<file path="src/rtl/core/axis_angle_vector_rotation_unit_assert.svh">
// Assertion macros for the axis-angle vector rotation unit
`ifndef AXIS_ANGLE_VECTOR_ROTATION_UNIT_ASSERT_SVH
`define AXIS_ANGLE_VECTOR_ROTATION_UNIT_ASSERT_SVH
`ifndef SYNTH
`define AAVR_ASSERT_IMP(lbl, clk, rstn, ante, cons) \
  lbl: assert property (@(posedge clk) disable iff (!rstn) (ante) |-> (cons)) \
    else $error("aavr assertion failed");
`define AAVR_ASSERT_NXT(lbl, clk, rstn, ante, cons) \
  lbl: assert property (@(posedge clk) disable iff (!rstn) (ante) |=> (cons)) \
    else $error("aavr assertion failed");
`else
`define AAVR_ASSERT_IMP(lbl, clk, rstn, ante, cons)
`define AAVR_ASSERT_NXT(lbl, clk, rstn, ante, cons)
`endif
`endif

</file>
<file path="src/rtl/core/aavr_pkg.sv">
// Shared types and constants for the axis-angle vector rotation unit
package aavr_pkg;
  localparam int ONE_Q15 = 32768;
  localparam longint unsigned PI_HALF_Q30 = 64'd1686629713;
  localparam int SINE_TERMS = 12;
  localparam int ENT_W = 18;
  localparam int VEC_W = 32;
  localparam int CFG_AW = 3;
  localparam int CFG_DW = 16;

  localparam logic [CFG_AW-1:0] REG_ANGLE  = 3'd0;
  localparam logic [CFG_AW-1:0] REG_AXIS_X = 3'd1;
  localparam logic [CFG_AW-1:0] REG_AXIS_Y = 3'd2;
  localparam logic [CFG_AW-1:0] REG_AXIS_Z = 3'd3;

  typedef logic signed [ENT_W-1:0] ent_t;
  typedef ent_t [8:0] mat_t;

  typedef struct packed {
    logic adv1;
    logic adv2;
  } lane_ctl_t;
endpackage

</file>
<file path="src/rtl/core/aavr_lane.sv">
// One matrix row times the point: products, rounding and saturation
module aavr_lane (
  input  logic                             clk,
  input  aavr_pkg::lane_ctl_t              ctl,
  input  aavr_pkg::ent_t                   m0,
  input  aavr_pkg::ent_t                   m1,
  input  aavr_pkg::ent_t                   m2,
  input  logic signed [aavr_pkg::VEC_W-1:0] v0,
  input  logic signed [aavr_pkg::VEC_W-1:0] v1,
  input  logic signed [aavr_pkg::VEC_W-1:0] v2,
  output logic signed [aavr_pkg::VEC_W-1:0] res,
  output logic                             ovf
);
  import aavr_pkg::*;

  logic signed [49:0] p0_r, p1_r, p2_r;
  logic signed [51:0] acc;
  logic signed [36:0] rnd;
  logic signed [VEC_W-1:0] res_r;
  logic ovf_r;

  assign acc = 52'(p0_r) + 52'(p1_r) + 52'(p2_r);
  assign rnd = 37'((acc + 52'sd16384) >>> 15);

  always_ff @(posedge clk) begin
    if (ctl.adv1) begin
      p0_r <= 50'(m0) * 50'(v0);
      p1_r <= 50'(m1) * 50'(v1);
      p2_r <= 50'(m2) * 50'(v2);
    end
    if (ctl.adv2) begin
      if (rnd > 37'sd2147483647) begin
        res_r <= 32'sh7fffffff;
        ovf_r <= 1'b1;
      end else if (rnd < -37'sd2147483648) begin
        res_r <= 32'sh80000000;
        ovf_r <= 1'b1;
      end else begin
        res_r <= 32'(rnd);
        ovf_r <= 1'b0;
      end
    end
  end

  assign res = res_r;
  assign ovf = ovf_r;
endmodule

</file>
<file path="config.mk">
export PLATFORM = sky130hd
export DESIGN_NAME = aavr_lane
export DESIGN_NICKNAME = d
export VERILOG_FILES = /design/src/rtl/core/axis_angle_vector_rotation_unit_assert.svh /design/src/rtl/core/aavr_pkg.sv /design/src/rtl/core/aavr_lane.sv
export SDC_FILE = /design/constraint.sdc
export NUM_CORES = 2
export LEC_CHECK = 0
export BUFFER_PORTS_ARGS = -buffer_cell sky130_fd_sc_hd__buf_2
export CORE_MARGIN = 8
export CORE_UTILIZATION = 30
export CTS_BUF_LIST = sky130_fd_sc_hd__clkbuf_4
export CTS_CLUSTER_SIZE = 28
export DETAILED_ROUTE_END_ITERATION = 10
export GPL_ROUTABILITY_DRIVEN = 0
export SYNTH_ARGS = -nofsm -noshare
export SYNTH_HDL_FRONTEND = slang
export SYNTH_SLANG_ARGS = --single-unit
</file>
<file path="constraint.sdc">
create_clock -name clk -period 7.7 [get_ports clk]
set_clock_uncertainty 0.1 [all_clocks]
set_input_delay 1.925 -clock clk [delete_from_list [all_inputs] [get_ports clk]]
set_output_delay 1.925 -clock clk [all_outputs]
set_load 0.02 [all_outputs]
</file>
==> metrics.csv <==
stage,metric,value,unit
clock_tree,clk_latency,0.66,ns
yosys,ys_seq_elements,183,
clock_tree,htree_levels,4,
global_route,grt_pass1_wl,299,mm
clock_tree,clock_path_buffers,2,
layout,layout-drive-gt1-share,16.0,%
yosys,synthDistinctLibCells,80,
floorplan,coreArea,0.227,mm²
flow_run,maxCapViolations,0,
critical_path,end_kind,register,
layout,finish.utilization,35.4,%
timing,finalSetupViolations,0,
clock_tree,clock-sinks,183,
yosys,yosys_warnings,0,
yosys,synthFlopType,edfxtp_1,
clock_tree,path_clk_slew,0.18,ns
timing,drv_slew,0,
yosys,yosys.area.top_type_share,49.8,%
hold_path,hold_path.class,register to register,
layout,ff_latch_area,0.00550,mm²
yosys,ys_seq_area_share,8.00,%
yosys,syn_nets,9618,
yosys,synthTopCellsByArea,"fa_1, inv_1, ha_1",
yosys,yosysTopAreaCell,fa_1,
drt,final_antenna_net_count,0,
critical_path,crit_type,input pin to register,
timing,finalSetupTns,0,ns
clock_tree,cts_tree,done,
yosys,synthArstFlopShare,0,%
drt,firstDrtPassIters,5,
layout,multi_input_area,0.0558,mm²
drt,vias,50100,
critical_path,r2r-end,res[11],
timing,fmax,0.130,GHz
critical_path,cpMostUsedCell,fa_1,
place,hpwl,165,mm
floorplan,die_y,495,µm
global_route,grt-ovfl-total,0,
yosys,netlist_area,0.0687,mm²
drt,wl_per_cell,16.5,µm
hold_path,hold_depth,5,
timing,finalHoldViolCount,0,
timing,period_needed,7.69,ns
yosys,netlist_instances,7296,
critical_path,cp_max_fo,6,
critical_path,crit_path_top_delay_cell,fa_1,
global_route,grt_pass1_vias,55600,
layout,final_nets,10400,
layout,nFillCells,22900,
drt,drt-initial-drc-count,2517,
global_route,grt_antenna_before_repair,42,
critical_path,required,8.07,ns
drt,drc,0,
floorplan,fp.dieW,495,µm
place,io_buffers,185,
hold_path,holdCritStartpoint,p2_r[25],
timing,slew_headroom,38.1,%
clock_tree,numCtsBuffers,17,
yosys,avgSynthCellArea,9.42,µm²
critical_path,crit_family,adder cells,
timing,finalCritPeriodShare,99.9,%
timing,tightest_slew,0.929,ns
yosys,synth-edff-count,183,
drt,totalWireLength,183,mm
floorplan,initial_core_util,30.2,%
floorplan,core.rowCount,175,
timing,grt_setup_unrepaired,true,
clock_tree,hold_buffers,0,
global_route,grt_use_total,15.1,%
outcome,status,"complete, no violations",
floorplan,die_area,0.245,mm²
layout,syn_to_final_growth,17.3,%
clock_tree,clockRootBuffer,clkbuf_4,
critical_path,reg2reg_depth,14,
critical_path,cp-start-kind,input pin,
floorplan,ioPinCount,186,
critical_path,rrSetupSlack,2.35,ns
critical_path,arrival,8.06,ns
critical_path,cp_num_buf_inv,8,
critical_path,cp_slowest_stage_delay,0.56,ns
hold_path,hold_end,res[10],
critical_path,r2r_start,p2_r[13],
global_route,grt_max_degree,90,
drt,vias_per_cell,4.53,
## placed cells by master, fill, tap and decap left out, drive strengths merged, types with 5 or more instances in the layout
| cell | netlist | routed |
|---|---|---|
| a211oi | 12 | 12 |
| a21boi | 6 | 6 |
| a21o | 114 | 114 |
| a21oi | 154 | 154 |
| a221o | 5 | 5 |
| a31oi | 13 | 13 |
| a41o | 6 | 6 |
| and2 | 666 | 666 |
| and3 | 22 | 22 |
| and4 | 6 | 6 |
| buf | 19 | 1030 |
| clkbuf | 303 | 42 |
| clkinv | 1 | 8 |
| diode | 0 | 6 |
| edfxtp | 183 | 183 |
| fa | 1708 | 1708 |
| ha | 461 | 461 |
| inv | 1863 | 1869 |
| nand2 | 1055 | 1055 |
| nand2b | 39 | 39 |
| nand3 | 32 | 32 |
| nand4 | 27 | 27 |
| nor2 | 139 | 139 |
| nor2b | 18 | 18 |
| nor3 | 21 | 21 |
| o2111ai | 9 | 9 |
| o211ai | 9 | 9 |
| o21a | 15 | 15 |
| o21ai | 106 | 106 |
| o21bai | 24 | 24 |
| o311ai | 5 | 5 |
| o31ai | 9 | 9 |
| or3 | 9 | 9 |
| xnor2 | 129 | 129 |
| xor2 | 54 | 54 |
## per-stage QoR
step | hold WS (ns) | worst slack, ns | area, µm² | instances
final | 1.11 | 0.00887 | 80600 | 11100
after global routing | 1.17 | -0.127 | 80600 | 11100
after CTS | 1.10 | 0.0000933 | 79600 | 11000
after detailed placement | 1.06 | -0.853 | 79300 | 11000
after global placement | 1.04 | -0.812 | 79300 | 11000
after floorplan | 0.874 | -0.200 | 69700 | 7296
## per-layer routing
metal | global-route usage [%] | part of all wire, % | vias up
met2 | 26.1 | 49 | 1166
met3 | 1.85 | 4.5 | 272
met5 | 0 | 0.029 | -
met4 | 4.14 | 3.3 | 8
met1 | 20.0 | 43 | 25900
li1 | - | - | 22800
## synth_stat cells, types with 11 or more instances
cell and number:
a211oi_1 11, a21o_1 113, a21oi_1 153, a31oi_1 13, and2_1 666, and3_1 22, clkbuf_1 303, edfxtp_1 183
fa_1 1708, ha_1 461, inv_1 1861, nand2_1 1054, nand2b_1 39, nand3_1 32, nand4_1 26, nor2_1 138
nor2b_1 18, nor3_1 20, o21a_1 15, o21ai_0 69, o21ai_1 21, o21ai_2 16, o21bai_1 23, xnor2_1 128
xor2_1 54
## worst min-delay path, delay by kind of cell, from the launching register on
kind | cells | cell delay [ns]
AOI/OAI and AO/OA | 1 | 0.11
xor gates and xnor gates | 1 | 0.09
adders and majority gates | 3 | 0.50
DFF | 1 | 0.39
## cell type report
type | count | area share [%]
antenna | 6 | 0.0186
clock buffer | 18 | 0.168
clock inverter | 14 | 0.199
inverter | 1864 | 8.68
multi-input combinational | 4926 | 69.2
sequential | 183 | 6.82
tap | 3009 | 4.67
timing repair buffer | 1054 | 10.3
## state kept, by name, summed over array words and instances, names as in the netlist
| name | cells |
|---|---|
| p0_r | 50 |
| p1_r | 50 |
| p2_r | 50 |
| res | 32 |
| ovf | 1 |
## how the worst max path moves through the flow
stage | from | to | slack [ns] | cells after the start
after floorplan | v2[20] | p2_r[46] | -0.20 | 24
after global placement | m2[3] | p2_r[49] | -0.81 | 23
after detailed placement | m0[2] | p0_r[46] | -0.85 | 25
after CTS | m2[6] | p2_r[49] | 0.00009 | 24
after global routing | v2[6] | p2_r[46] | -0.13 | 23
final | v2[12] | p2_r[42] | 0.009 | 27
## logic make-up after synthesis
family,count (synthesis),synth area share (%)
AND/OR/NAND/NOR,2055,14.4
flip-flops,183,8.00
AO/OA/AOI/OAI,519,5.06
adder cells (fa/ha/maj),2169,58.2
XOR/XNOR,183,2.34
buffers and inverters,2187,12.1
## repair_timing
action	in CTS	in global routing
gates cloned	0	2
setup endpoints to repair	8	41
setup buffers	0	24
resized for setup	5	238
pin swaps	0	93
Power is left out: the tool's default activity adds up to more than one toggle a clock period on the data nets, which glitch-free logic cannot reach.
